==> src/hdl/chdec_pkg.sv <==
// Package for the chunked body decoder: item structs, parse phases,
// status codes and the hex digit decoder. No dependencies.
package chdec_pkg;

  localparam int unsigned SizeWidthDef = 32;

  // Result status codes.
  localparam logic [1:0] ST_DATA  = 2'd0;
  localparam logic [1:0] ST_DONE  = 2'd1;
  localparam logic [1:0] ST_FRAME = 2'd2;
  localparam logic [1:0] ST_EARLY = 2'd3;

  // Input operation codes.
  localparam logic OP_BYTE  = 1'b0;
  localparam logic OP_CLOSE = 1'b1;

  // Characters of the framing.
  localparam logic [7:0] CH_CR   = 8'h0D;
  localparam logic [7:0] CH_LF   = 8'h0A;
  localparam logic [7:0] CH_SEMI = 8'h3B;

  typedef enum logic [3:0] {
    PH_SIZE     = 4'd0,
    PH_SIZE_CR  = 4'd1,
    PH_EXT      = 4'd2,
    PH_EXT_CR   = 4'd3,
    PH_DATA     = 4'd4,
    PH_DATA_CR  = 4'd5,
    PH_DATA_LF  = 4'd6,
    PH_TRAIL    = 4'd7,
    PH_TRAIL_CR = 4'd8,
    PH_DONE     = 4'd9
  } phase_t;

  typedef struct packed {
    logic       op;
    logic [7:0] rx_byte;
  } in_item_t;

  typedef struct packed {
    logic [7:0] body_byte;
    logic [1:0] status;
  } out_item_t;

  // Item held in the input register.
  typedef struct packed {
    logic     vld;
    in_item_t item;
  } in_slot_t;

  // Result of one parse step.
  typedef struct packed {
    logic      vld;
    out_item_t item;
  } res_t;

  typedef struct packed {
    logic       is_hex;
    logic [3:0] value;
  } hex_t;

  function automatic hex_t hex_decode(input logic [7:0] c);
    hex_t h;
    h.is_hex = 1'b1;
    h.value  = 4'd0;
    if (c >= 8'h30 && c <= 8'h39) begin
      h.value = c[3:0];
    end else if ((c >= 8'h61 && c <= 8'h66) || (c >= 8'h41 && c <= 8'h46)) begin
      // 'a'..'f' and 'A'..'F' share the low bits 1..6.
      h.value = 4'(4'd9 + c[3:0]);
    end else begin
      h.is_hex = 1'b0;
    end
    return h;
  endfunction

endpackage

==> src/hdl/chdec_in_stage.sv <==
// Input register of the chunked body decoder.
// Depends on chdec_pkg.
module chdec_in_stage (
  input  logic               clk,
  input  logic               rst_n,
  input  logic               in_valid,
  output logic               in_ready,
  input  chdec_pkg::in_item_t in_data,
  input  logic               out_room,
  output chdec_pkg::in_slot_t slot,
  output logic               fire
);
  import chdec_pkg::*;

  logic     vld_r, vld_nxt;
  in_item_t item_r;

  assign fire     = vld_r && out_room;
  assign in_ready = !vld_r || fire;

  always_comb begin
    vld_nxt = vld_r;
    if (in_valid && in_ready) begin
      vld_nxt = 1'b1;
    end else if (fire) begin
      vld_nxt = 1'b0;
    end
  end

  always_ff @(posedge clk) begin
    if (!rst_n) begin
      vld_r <= 1'b0;
    end else begin
      vld_r <= vld_nxt;
    end
  end

  always_ff @(posedge clk) begin
    if (in_valid && in_ready) begin
      item_r <= in_data;
    end
  end

  assign slot.vld  = vld_r;
  assign slot.item = item_r;

endmodule

==> src/hdl/chdec_parser.sv <==
// Parse state machine of the chunked body decoder: phase, size
// accumulator and chunk byte counter. Depends on chdec_pkg.
module chdec_parser #(
  parameter int unsigned SIZE_WIDTH = chdec_pkg::SizeWidthDef
) (
  input  logic                clk,
  input  logic                rst_n,
  input  chdec_pkg::in_slot_t slot,
  input  logic                fire,
  output chdec_pkg::res_t     res
);
  import chdec_pkg::*;

  phase_t                phase_r, phase_nxt;
  logic [SIZE_WIDTH-1:0] size_r, size_nxt;
  logic [SIZE_WIDTH-1:0] left_r, left_nxt;
  logic                  nonempty_r, nonempty_nxt;

  logic [7:0]            c;
  hex_t                  hex;
  logic                  ovf;
  logic [SIZE_WIDTH-1:0] size_shift;

  assign c          = slot.item.rx_byte;
  assign hex        = hex_decode(c);
  assign ovf        = |size_r[SIZE_WIDTH-1 -: 4];
  assign size_shift = {size_r[SIZE_WIDTH-5:0], hex.value};

  always_comb begin
    phase_nxt    = phase_r;
    size_nxt     = size_r;
    left_nxt     = left_r;
    nonempty_nxt = nonempty_r;
    res          = '0;
    if (fire && phase_r != PH_DONE) begin
      if (slot.item.op == OP_CLOSE) begin
        phase_nxt       = PH_DONE;
        res.vld         = 1'b1;
        res.item.status = ST_EARLY;
      end else begin
        unique case (phase_r)
          PH_SIZE, PH_EXT, PH_SIZE_CR, PH_EXT_CR: begin
            priority if ((phase_r == PH_SIZE_CR || phase_r == PH_EXT_CR) && c == CH_LF) begin
              if (size_r == '0) begin
                phase_nxt    = PH_TRAIL;
                nonempty_nxt = 1'b0;
              end else begin
                left_nxt  = size_r;
                phase_nxt = PH_DATA;
              end
              size_nxt = '0;
            end else if (c == CH_CR) begin
              phase_nxt = (phase_r == PH_SIZE || phase_r == PH_SIZE_CR) ? PH_SIZE_CR
                                                                         : PH_EXT_CR;
            end else if (phase_r == PH_EXT || phase_r == PH_EXT_CR) begin
              phase_nxt = PH_EXT;
            end else if (c == CH_SEMI) begin
              phase_nxt = PH_EXT;
            end else begin
              phase_nxt = PH_SIZE;
              if (hex.is_hex) begin
                if (ovf) begin
                  phase_nxt       = PH_DONE;
                  res.vld         = 1'b1;
                  res.item.status = ST_FRAME;
                end else begin
                  size_nxt = size_shift;
                end
              end
            end
          end
          PH_DATA: begin
            left_nxt           = left_r - SIZE_WIDTH'(1);
            if (left_r == SIZE_WIDTH'(1)) begin
              phase_nxt = PH_DATA_CR;
            end
            res.vld            = 1'b1;
            res.item.body_byte = c;
            res.item.status    = ST_DATA;
          end
          PH_DATA_CR: begin
            if (c == CH_CR) begin
              phase_nxt = PH_DATA_LF;
            end else begin
              phase_nxt       = PH_DONE;
              res.vld         = 1'b1;
              res.item.status = ST_FRAME;
            end
          end
          PH_DATA_LF: begin
            if (c == CH_LF) begin
              phase_nxt = PH_SIZE;
              size_nxt  = '0;
            end else begin
              phase_nxt       = PH_DONE;
              res.vld         = 1'b1;
              res.item.status = ST_FRAME;
            end
          end
          PH_TRAIL: begin
            if (c == CH_CR) begin
              phase_nxt = PH_TRAIL_CR;
            end else begin
              nonempty_nxt = 1'b1;
            end
          end
          PH_TRAIL_CR: begin
            if (c == CH_LF) begin
              if (!nonempty_r) begin
                phase_nxt       = PH_DONE;
                res.vld         = 1'b1;
                res.item.status = ST_DONE;
              end else begin
                nonempty_nxt = 1'b0;
                phase_nxt    = PH_TRAIL;
              end
            end else begin
              nonempty_nxt = 1'b1;
              if (c != CH_CR) begin
                phase_nxt = PH_TRAIL;
              end
            end
          end
          default: begin
            phase_nxt = PH_DONE;
          end
        endcase
      end
    end
  end

  always_ff @(posedge clk) begin
    if (!rst_n) begin
      phase_r    <= PH_SIZE;
      size_r     <= '0;
      left_r     <= '0;
      nonempty_r <= 1'b0;
    end else begin
      phase_r    <= phase_nxt;
      size_r     <= size_nxt;
      left_r     <= left_nxt;
      nonempty_r <= nonempty_nxt;
    end
  end

endmodule

==> src/hdl/chdec_out_stage.sv <==
// Result register of the chunked body decoder.
// Depends on chdec_pkg.
module chdec_out_stage (
  input  logic                clk,
  input  logic                rst_n,
  input  chdec_pkg::res_t     res,
  input  logic                fire,
  output logic                out_room,
  output logic                out_valid,
  input  logic                out_ready,
  output chdec_pkg::out_item_t out_data
);
  import chdec_pkg::*;

  logic      vld_r, vld_nxt;
  out_item_t item_r;

  assign out_room = !vld_r || out_ready;

  always_comb begin
    vld_nxt = vld_r;
    if (fire && res.vld) begin
      vld_nxt = 1'b1;
    end else if (out_ready) begin
      vld_nxt = 1'b0;
    end
  end

  always_ff @(posedge clk) begin
    if (!rst_n) begin
      vld_r <= 1'b0;
    end else begin
      vld_r <= vld_nxt;
    end
  end

  always_ff @(posedge clk) begin
    if (fire && res.vld) begin
      item_r <= res.item;
    end
  end

  assign out_valid = vld_r;
  assign out_data  = item_r;

endmodule

==> src/hdl/http_chunked_body_decoder_core.sv <==
// Top level of the HTTP/1.1 chunked body decoder.
// Depends on chdec_pkg, chdec_in_stage, chdec_parser and chdec_out_stage.
//
//   Channel | Ports                          | Carries
//   --------+--------------------------------+-------------------------------------
//   input   | in_valid, in_ready, in_data    | op (byte or close), rx_byte
//   result  | out_valid, out_ready, out_data | body_byte, status
//
// Each item is registered on entry and goes through the parse state machine
// once the result register has room; a result that it causes is written into
// the result register at the end of that same cycle. The block sustains one
// item per cycle while the result side is not stalled; the phase, size
// accumulator and chunk counter are all updated for each item as it moves on.
// Reset is synchronous on rst_n and returns the parser to the start
// of a size line. When out_ready is low with a result waiting, one more item
// may wait in the input register; the input stalls only then.
module http_chunked_body_decoder_core #(
  parameter int unsigned SIZE_WIDTH = chdec_pkg::SizeWidthDef
) (
  input  logic                 clk,
  input  logic                 rst_n,
  input  logic                 in_valid,
  output logic                 in_ready,
  input  chdec_pkg::in_item_t  in_data,
  output logic                 out_valid,
  input  logic                 out_ready,
  output chdec_pkg::out_item_t out_data
);
  import chdec_pkg::*;

  in_slot_t slot;
  res_t     res;
  logic     fire;
  logic     out_room;

  // Input register: an item moves on when the result register has room.
  chdec_in_stage u_in (
    .clk      (clk),
    .rst_n    (rst_n),
    .in_valid (in_valid),
    .in_ready (in_ready),
    .in_data  (in_data),
    .out_room (out_room),
    .slot     (slot),
    .fire     (fire)
  );

  // Parser: advances its state once for every item that moves on and
  // produces at most one result for it.
  chdec_parser #(
    .SIZE_WIDTH (SIZE_WIDTH)
  ) u_parse (
    .clk   (clk),
    .rst_n (rst_n),
    .slot  (slot),
    .fire  (fire),
    .res   (res)
  );

  // Result register: holds a result until the consumer takes it.
  chdec_out_stage u_out (
    .clk       (clk),
    .rst_n     (rst_n),
    .res       (res),
    .fire      (fire),
    .out_room  (out_room),
    .out_valid (out_valid),
    .out_ready (out_ready),
    .out_data  (out_data)
  );

endmodule

==> config.mk <==
export PLATFORM = sky130hd
export DESIGN_NAME = http_chunked_body_decoder_core
export DESIGN_NICKNAME = d
export VERILOG_FILES = /design/src/hdl/chdec_pkg.sv /design/src/hdl/chdec_in_stage.sv /design/src/hdl/chdec_parser.sv /design/src/hdl/chdec_out_stage.sv /design/src/hdl/http_chunked_body_decoder_core.sv
export SDC_FILE = /design/constraint.sdc
export NUM_CORES = 1
export LEC_CHECK = 0
export BUFFER_PORTS_ARGS = -buffer_cell sky130_fd_sc_hd__buf_2
export CORE_ASPECT_RATIO = 0.75
export CORE_MARGIN = 4
export CORE_UTILIZATION = 55
export DETAILED_ROUTE_END_ITERATION = 10
export HOLD_SLACK_MARGIN = 0.15
export PLACE_DENSITY = 0.81
export SYNTH_ARGS = -nofsm -noshare
export SYNTH_HDL_FRONTEND = slang
export SYNTH_SLANG_ARGS = --single-unit
==> constraint.sdc <==
create_clock -name clk -period 3.03 [get_ports clk]
set_input_delay 0.606 -clock clk [delete_from_list [all_inputs] [get_ports clk]]
set_output_delay 0.606 -clock clk [all_outputs]
set_load 0.05 [all_outputs]
==> results.cfg, run 1 <==
[synth]
synth_area_leaders = dfxtp_1 (29%), edfxtp_1 (12%), nand2_1 (7.6%)
synth_cell_types = 67
synthAdderAreaFrac_pct = 1.526
synth_async_sr_flop_share_pct = 0
ys_ff_latch = 90
ys_warn_count = 0
synth.net_count = 637
yosysTopAreaCellShare_pct = 28.89
syn_area_per_cell_sq_um = 7.961
ys_seq_area_share_pct = 40.49
synth_edf_count = 19
synth_top_family_by_area = simple AND/OR/NAND/NOR gates
yosys.area.top_type = dfxtp_1
synthFlopType = dfxtp_1
syn_inst = 618
synth_xor_area_share_pct = 0
synthSimpleGateAreaFrac_pct = 27.75
synth_area_sq_mm = 0.004920
synth_compound_area_share_pct = 25.38
muxShareOfSynthArea_pct = 0.2289

[grt]
grtUsageMet2_pct = 36.30
grt_use_total_pct = 27.20
grt_busiest_layer = met1
grt_max_degree = 71
grt_first_pass_wirelength_um = 22690
grt_antenna_before_repair = 0
grt_pass1_vias = 4361
grt.met3_usage_pct = 7.785
met1_usage_pct = 42.60
grt_overflow_total = 0

[die]
die_area_sq_mm = 0.01054
io_pins = 25
initial_core_util_pct = 57.21
core_sq_mm = 0.008600
row_count = 29
die_height_um = 89.91
die_width_um = 117.2

[pwr]
leakage_nw = 1.940
powerDensity_mw_per_mm2 = 449.3
peakVddDrop_v = 0.0004037

[clocking]
htreeDepth = 3
root_buffer = clkbuf_16
post_cts_buffers = 0
cts_buffer_depth = 2
clk_latency_ns = 0.35
hold_buffers = 0
cts_tree = done
clkSinkCount = 90
numCtsBuffers = 9
clk_pin_slew_ns = 0.06
cts_resized = 0

[layout]
nNetsFinal = 655
syn2layout_area_growth_pct = 12.08
stdcell_area_sq_mm = 0.005514
antenna_cells = 0
mostFrequentLayoutCells = nand2_1 (98), dfxtp_1 (71), o21ai_0 (53)
final_common_cell = nand2_1
drive_gt1_share_pct = 13.26

[critical_path]
r2r.worst_path.cells = 7
crit_chain = inv_1 > ha_1 > o21bai_1 > a21oi_1 > o211ai_1 > o41a_1 > a311oi_4
cpPeakStageDelay_ns = 0.62
reg2reg_to = u_out.out_data[0]$_SDFFCE_PN0P_
critPathTopFamily = compound AO/OA/AOI/OAI gates
worst_ep_arrival_time_ns = 2.72
cp-end-kind = register
path_depth = 7
cp.required_ns = 3.00
cp_slowest_cell = a311oi_4
path_buf_inv = 1
critPathKind = register to register
start_kind = register
r2r_slack_ns = 0.29
r2r-start = u_in.slot[1]$_DFFE_PP_
cp_max_fo = 11

[route]
postRouteAntennaNets = 0
drc_errors = 0
wl_per_cell_um = 18.85
via_per_inst = 6.482
drt-total-wl_um = 14120
vias = 4855
drtPass1Iterations = 5
first_iter_violations = 627

[sta]
worst_slew_pin_slew_ns = 0.9001
max_freq_ghz = 0.3647
timing.final.crit_period_ns = 2.742
setup_viol = 0
hold_viol = 0
drv_slew = 0
setup_tns_ns = 0
finClkSkew_ns = 0.008596
post-route-period-util_pct = 90.50
rsz0062_at_grt = no
slew_headroom_pct = 39.93

[hold_path]
worstHoldStart = in_data[5]
hold_class = primary input to register
holdPathStages = 1
whs_endpoint = u_in.slot[5]$_DFFE_PP_

[job]
drv_cap = 0

[status]
status = complete, no violations

[placed_design]
dp_hpwl_um = 9917
placed_area_sq_mm = 0.005219
gp_congestion = 0.9575
port-buffer-count = 24
==> synth_stat cells, types with 4 or more instances <==
master	count
a21boi_0	6
a21oi_1	48
a22o_1	5
a31oi_1	4
and2_1	9
buf_2	14
clkbuf_1	25
dfxtp_1	71
edfxtp_1	19
ha_1	6
inv_1	9
nand2_1	99
nand3_1	47
nand4_1	6
nor2_1	36
nor3_1	18
nor4_1	21
nor4b_1	4
o21a_1	16
o21ai_0	53
o21ai_1	10
o31ai_1	13
o32ai_1	5
o41ai_1	4
==> layer usage <==
| layer | vias to the layer above | routed length (um) |
|---|---|---|
| met1 | 2274 | 6714 |
| li1 | 2316 | - |
| met3 | 22 | 1409 |
| met4 | 0 | 200 |
| met5 | - | 0 |
| met2 | 243 | 5794 |
==> power breakdown <==
group | internal, W | leakage [nW] | switching (W)
clock network | 0.000562 | 0.131 | 0.000495
logic | 0.0000522 | 1.05 | 0.000109
registers | 0.00124 | 0.758 | 0.0000221
total | 0.00185 | 1.94 | 0.000626
==> logic make-up after synthesis <==
group	after synthesis
multiplexers	1
adder cells (fa/ha/maj)	6
AO/OA/AOI/OAI	196
AND/OR/NAND/NOR	272
flip-flops	90
buffers and inverters	53
==> stage by stage <==
stage	power, W	hold WS, ns	util (%)	instances	setup WS, ns
floorplan	0.001389	0.4449	-	618	0.09027
global placement	0.001436	0.4593	60.69	733	0.2916
detailed placement	0.001440	0.4648	60.69	733	0.1421
CTS	0.002480	0.4273	63.92	749	0.1004
global route	0.002557	0.4240	64.12	749	0.1192
finish	0.002478	0.4356	64.12	749	0.2879
==> cell type report <==
cell class              instances  area [sq um]
fillers                       741          3085
multi-input cells             475          2728
flip-flops and latches         90          1992
repair buffers                 51         347.8
clock buffers                   9         225.2
well taps                     108         135.1
clock inverters                 7         52.55
inverters                       9         33.78
==> worst max-delay path by stage <==
stage                                           end  slack [ns]                    from
finish              u_out.out_data[0]$_SDFFCE_PN0P_        0.29  u_in.slot[1]$_DFFE_PP_
global route        u_out.out_data[0]$_SDFFCE_PN0P_        0.12  u_in.slot[1]$_DFFE_PP_
CTS                 u_out.out_data[0]$_SDFFCE_PN0P_        0.10  u_in.slot[0]$_DFFE_PP_
detailed placement  u_out.out_data[3]$_SDFFCE_PP0P_        0.14  u_in.slot[0]$_DFFE_PP_
global placement    u_out.out_data[6]$_SDFFCE_PP0P_        0.29  u_in.slot[0]$_DFFE_PP_
floorplan           u_out.out_data[0]$_SDFFCE_PN0P_        0.09  u_in.slot[1]$_DFFE_PP_
==> registers in the layout, indices dropped and copies added, names as in the netlist <==
signal,count
u_out.out_data,10
u_parse.left_r,32
u_parse.phase_r,4
u_parse.nonempty_r,1
u_out.out_valid,1
u_in.vld_r,1
u_parse.size_r,32
u_in.slot,9
No activity file was read; power rests on OpenSTA's default activity.
==> run 2: changes to the inputs <==
- MAX_ROUTING_LAYER: unset -> met4
==> results.cfg, run 2 (synthesis results as in run 1) <==
[pwr]
pwr-share-comb_pct = 6.5
power.switching_w = 0.0006202
p_sw_share_pct = 24.30
leakage_nw = 1.949
sequentialPowerShare_pct = 49.3
internal_power_w = 0.001932
clkPwrFrac_pct = 44.1
peakVddDrop_v = 0.0003550
powerDensity_mw_per_mm2 = 461.3

[clocking]
htreeDepth = 3
clk_latency_ns = 0.35
cts_tree = done
hold_buffers = 0
root_buffer = clkbuf_16
numCtsBuffers = 9
clk_pin_slew_ns = 0.07
cts_buffer_depth = 2
clkSinkCount = 90

[placed_design]
gp_congestion = 0.9811
port-buffer-count = 24
placedCellCount = 731
dp_hpwl_um = 10000

[status]
status = complete, no violations

[route]
via_per_inst = 6.609
vias = 4950
drc_errors = 0
drt-total-wl_um = 14650
drtPass1Iterations = 6
postRouteAntennaNets = 0
first_iter_violations = 702
wl_per_cell_um = 19.56

[critical_path]
crit_chain = buf_4 > ha_1 > or3b_2 > and3_1 > o2111ai_1 > a311o_2 > nand3_1 > o21ai_0
cp_slowest_cell = a311o_2
start_kind = register
critPathKind = register to register
cp-end-kind = register
cp.required_ns = 3.29
cpPeakStageDelay_ns = 0.63
cp_max_fo = 32
worst_ep_arrival_time_ns = 3.09

[job]
drv_cap = 0

[die]
initial_core_util_pct = 57.21
core_sq_mm = 0.008600
row_count = 29
io_pins = 25
die_width_um = 117.2
die_area_sq_mm = 0.01054
die_height_um = 89.91

[layout]
nNetsFinal = 655
antenna_cells = 0
drive_gt1_share_pct = 13.10
nFillCells = 694
mostFrequentLayoutCells = nand2_1 (98), dfxtp_1 (71), o21ai_0 (53)
multiInputGateArea_sq_mm = 0.002739
syn2layout_area_growth_pct = 12.46
finish.utilization_pct = 64.34
fin_cells = 749
seqCellArea_sq_mm = 0.001992
final_common_cell = nand2_1

[sta]
hold_viol = 0
rsz0062_at_grt = no
timing.final.crit_period_ns = 2.828
drv_slew = 0
post-route-period-util_pct = 93.34
slew_headroom_pct = 38.24
max_freq_ghz = 0.3536
worst_slew_pin_slew_ns = 0.9253
finClkSkew_ns = 0.005865
setup_viol = 0
setup_tns_ns = 0

[grt]
grt_antenna_before_repair = 0
grt_overflow_total = 0
grt_pass1_vias = 4392
grt_first_pass_wirelength_um = 23320
grt_max_degree = 65
grt_use_total_pct = 28.59

[hold_path]
hold_class = primary input to register
[run 2: cell count changes in the layout (fill, tap and decap cells not counted)]
cell / delta
a311o_2: +1
buf_4: -1
bufinv_16: +1
clkbuf_1: +1
clkinv_4: -1
clkinvlp_4: -1
inv_6: +1
inv_8: -1
[run 2: layout make-up]
| cell class | count | share of cell area [%] |
|---|---|---|
| repair buffers | 50 | 6.151 |
| clock inverters | 6 | 1.153 |
| multi-input cells | 476 | 49.50 |
| inverters | 9 | 0.6106 |
| well taps | 108 | 2.442 |
| clock buffers | 10 | 4.138 |
| flip-flops and latches | 90 | 36.00 |
[run 2: layer usage]
layer	vias to the layer above	track usage (%)	routed length, um
met3	35	9.060	1782
li1	2317	-	-
met2	316	35.78	6050
met5	-	-	0
met1	2282	43.51	6554
met4	0	8.118	262
[run 2: worst max-delay path: cells and delay by family, from the launching register on]
family / cells / cell delay, ns
AOI/OAI and AO/OA: 3 / 1.11
adders and majority gates: 1 / 0.23
buffers and inverters: 1 / 0.16
DFF: 1 / 0.38
and+or+nand+nor: 3 / 0.86
[run 2: worst paths after layout]
path | cells past startpoint | startpoint | to | slack [ns]
min | 1 | in_data[0] | u_in.slot[0]$_DFFE_PP_ | 0.43
min reg2reg | 2 | u_parse.left_r[1]$_SDFFE_PN0P_ | u_parse.left_r[1]$_SDFFE_PN0P_ | 0.48
max reg2reg | 8 | u_in.slot[0]$_DFFE_PP_ | u_parse.size_r[3]$_SDFFE_PN0P_ | 0.20
max | 8 | u_in.slot[0]$_DFFE_PP_ | u_parse.size_r[3]$_SDFFE_PN0P_ | 0.20
[run 2: power groups by stage]
| stage | combinational [W] | clock (W) | sequential, W |
|---|---|---|---|
| floorplan | 0.000102 | 0 | 0.00129 |
| global placement | 0.000151 | 0 | 0.00128 |
| detailed placement | 0.000155 | 0 | 0.00128 |
| CTS | 0.000155 | 0.00113 | 0.00126 |
| global route | 0.000180 | 0.00119 | 0.00126 |
| finish | 0.000167 | 0.00113 | 0.00126 |
[run 2: metrics by stage]
stage,area (sq um),hold slack [ns],worst slack (ns),power [W]
after global placement,5191,0.4555,0.2124,0.001435
final,5533,0.4303,0.2017,0.002553
after floorplan,4920,0.4449,0.09027,0.001389
after detailed placement,5191,0.4681,0.07271,0.001439
after CTS,5484,0.4272,0.03902,0.002543
after global routing,5533,0.4191,0.06702,0.002633
[run 2: what timing repair did]
| item | 4_1_cts | 5_1_grt |
|---|---|---|
| setup endpoints to repair | 0 | 45 |
| setup buffers | 0 | 1 |
| resized for setup | 0 | 3 |
==> run 3: changes to the inputs <==
- SETUP_SLACK_MARGIN: unset -> 0.4
==> results.cfg, run 3 (synthesis results as in run 1) <==
[status]
status = complete, no violations

[layout]
final_common_cell = nand2_1
mostFrequentLayoutCells = nand2_1 (98), dfxtp_1 (71), o21ai_0 (53)
finish.utilization_pct = 68.06
syn2layout_area_growth_pct = 18.97
antenna_cells = 0
nNetsFinal = 668
drive_gt1_share_pct = 16.67

[sta]
timing.final.crit_period_ns = 2.642
max_freq_ghz = 0.3786
worst_slew_pin_slew_ns = 0.9125
setup_tns_ns = 0
setup_ws_ns = 0.3884
rsz0062_at_grt = yes
finClkSkew_ns = 0.01068
post-route-period-util_pct = 87.18
setup_viol = 0
slew_headroom_pct = 39.10
hold_viol = 0
drv_slew = 0

[pwr]
powerDensity_mw_per_mm2 = 460.5
peakVddDrop_v = 0.0003539
p_total_w = 0.002695
leakage_nw = 2.091

[grt]
grt_pass1_vias = 4337
met1_usage_pct = 44.31
grt_busiest_layer = met1
grt_max_degree = 71
grt.met3_usage_pct = 7.315
grt_antenna_before_repair = 0
grt_first_pass_wirelength_um = 23090
grtUsageMet2_pct = 36.58
grt_use_total_pct = 28.39
grt_overflow_total = 0

[route]
postRouteAntennaNets = 0
drc_errors = 0
via_per_inst = 6.751
first_iter_violations = 871
vias = 5144
drtPass1Iterations = 7
wl_per_cell_um = 20.61
drt-total-wl_um = 15710

[die]
row_count = 29
io_pins = 25
die_height_um = 89.91
die_area_sq_mm = 0.01054
initial_core_util_pct = 57.21
die_width_um = 117.2
core_sq_mm = 0.008600

[placed_design]
dp_hpwl_um = 9714
gp_congestion = 0.9546
pre_cts_ws_ns = 0.07995
port-buffer-count = 24

[clocking]
numCtsBuffers = 9
clkSinkCount = 90
cts_buffer_depth = 2
root_buffer = clkbuf_16
clk_latency_ns = 0.35
hold_buffers = 0
htreeDepth = 3
cts_tree = done
clk_pin_slew_ns = 0.07

[critical_path]
critPathKind = register to register
r2r_slack_ns = 0.39
cp.required_ns = 3.10
cp_max_fo = 5
cp-end-kind = register
worst_ep_arrival_time_ns = 2.71
start_kind = register

[hold_path]
hold_class = primary input to register

[job]
drv_cap = 0
## run 3: cell count changes in the layout (fill, tap and decap cells not counted), moves of 3 or more
cell / previous run / this run
buf_6: 0 / 3
ha_1: 6 / 3
clkbuf_16: 9 / 13
buf_12: 2 / 5
buf_4: 24 / 28
## run 3: worst max-delay path: stages (launching register included)
cell and delay, ns:
edfxtp_1 0.43, inv_2 0.14, ha_4 0.17, or3b_4 0.14
and3_4 0.18, o211ai_1 0.16, o41a_1 0.48, a311oi_4 0.41
clkbuf_16 0.24
## run 3: layer usage
metal	part of all wire, %	up-vias
met5	0	-
met2	41	374
li1	-	2340
met4	2.4	0
met1	43	2371
met3	14	59
## run 3: layout make-up
| type | count | area (sq um) |
|---|---|---|
| tap | 108 | 135.1 |
| clock buffer | 9 | 225.2 |
| inverter | 9 | 33.78 |
| timing repair buffer | 64 | 564.3 |
| clock inverter | 7 | 97.59 |
| fill | 653 | 2746 |
| multi-input combinational | 475 | 2805 |
| sequential | 90 | 1992 |
## run 3: where the power goes
group          switching [W]  leakage [nW]  internal [W]
Combinational       0.000123          1.18     0.0000735
Sequential         0.0000232         0.758       0.00124
Clock               0.000509         0.154      0.000729
Total               0.000655          2.09       0.00204
## run 3: what timing repair did
action,CTS,global route
pin swaps,2,6
gates cloned,0,6
setup endpoints to repair,36,48
setup buffers,4,8
gates resized for setup,2,17
## run 3: final timing paths
check / startpoint / to / depth (start not counted)
worst max-delay path: u_in.slot[1]$_DFFE_PP_ / u_out.out_data[0]$_SDFFCE_PN0P_ / 8
worst min-delay path: in_data[4] / u_in.slot[4]$_DFFE_PP_ / 1
worst max register to register: u_in.slot[1]$_DFFE_PP_ / u_out.out_data[0]$_SDFFCE_PN0P_ / 8
worst min register to register: u_parse.left_r[31]$_SDFFE_PN0P_ / u_parse.left_r[31]$_SDFFE_PN0P_ / 2
## run 3: metrics by stage
step / hold WS, ns / cell area, sq um / std cells
final: 0.4328 / 5853 / 762
after global routing: 0.4275 / 5853 / 762
after CTS: 0.4262 / 5577 / 748
after detailed placement: 0.4763 / 5194 / 728
after global placement: 0.4630 / 5194 / 728
after floorplan: 0.4449 / 4926 / 618
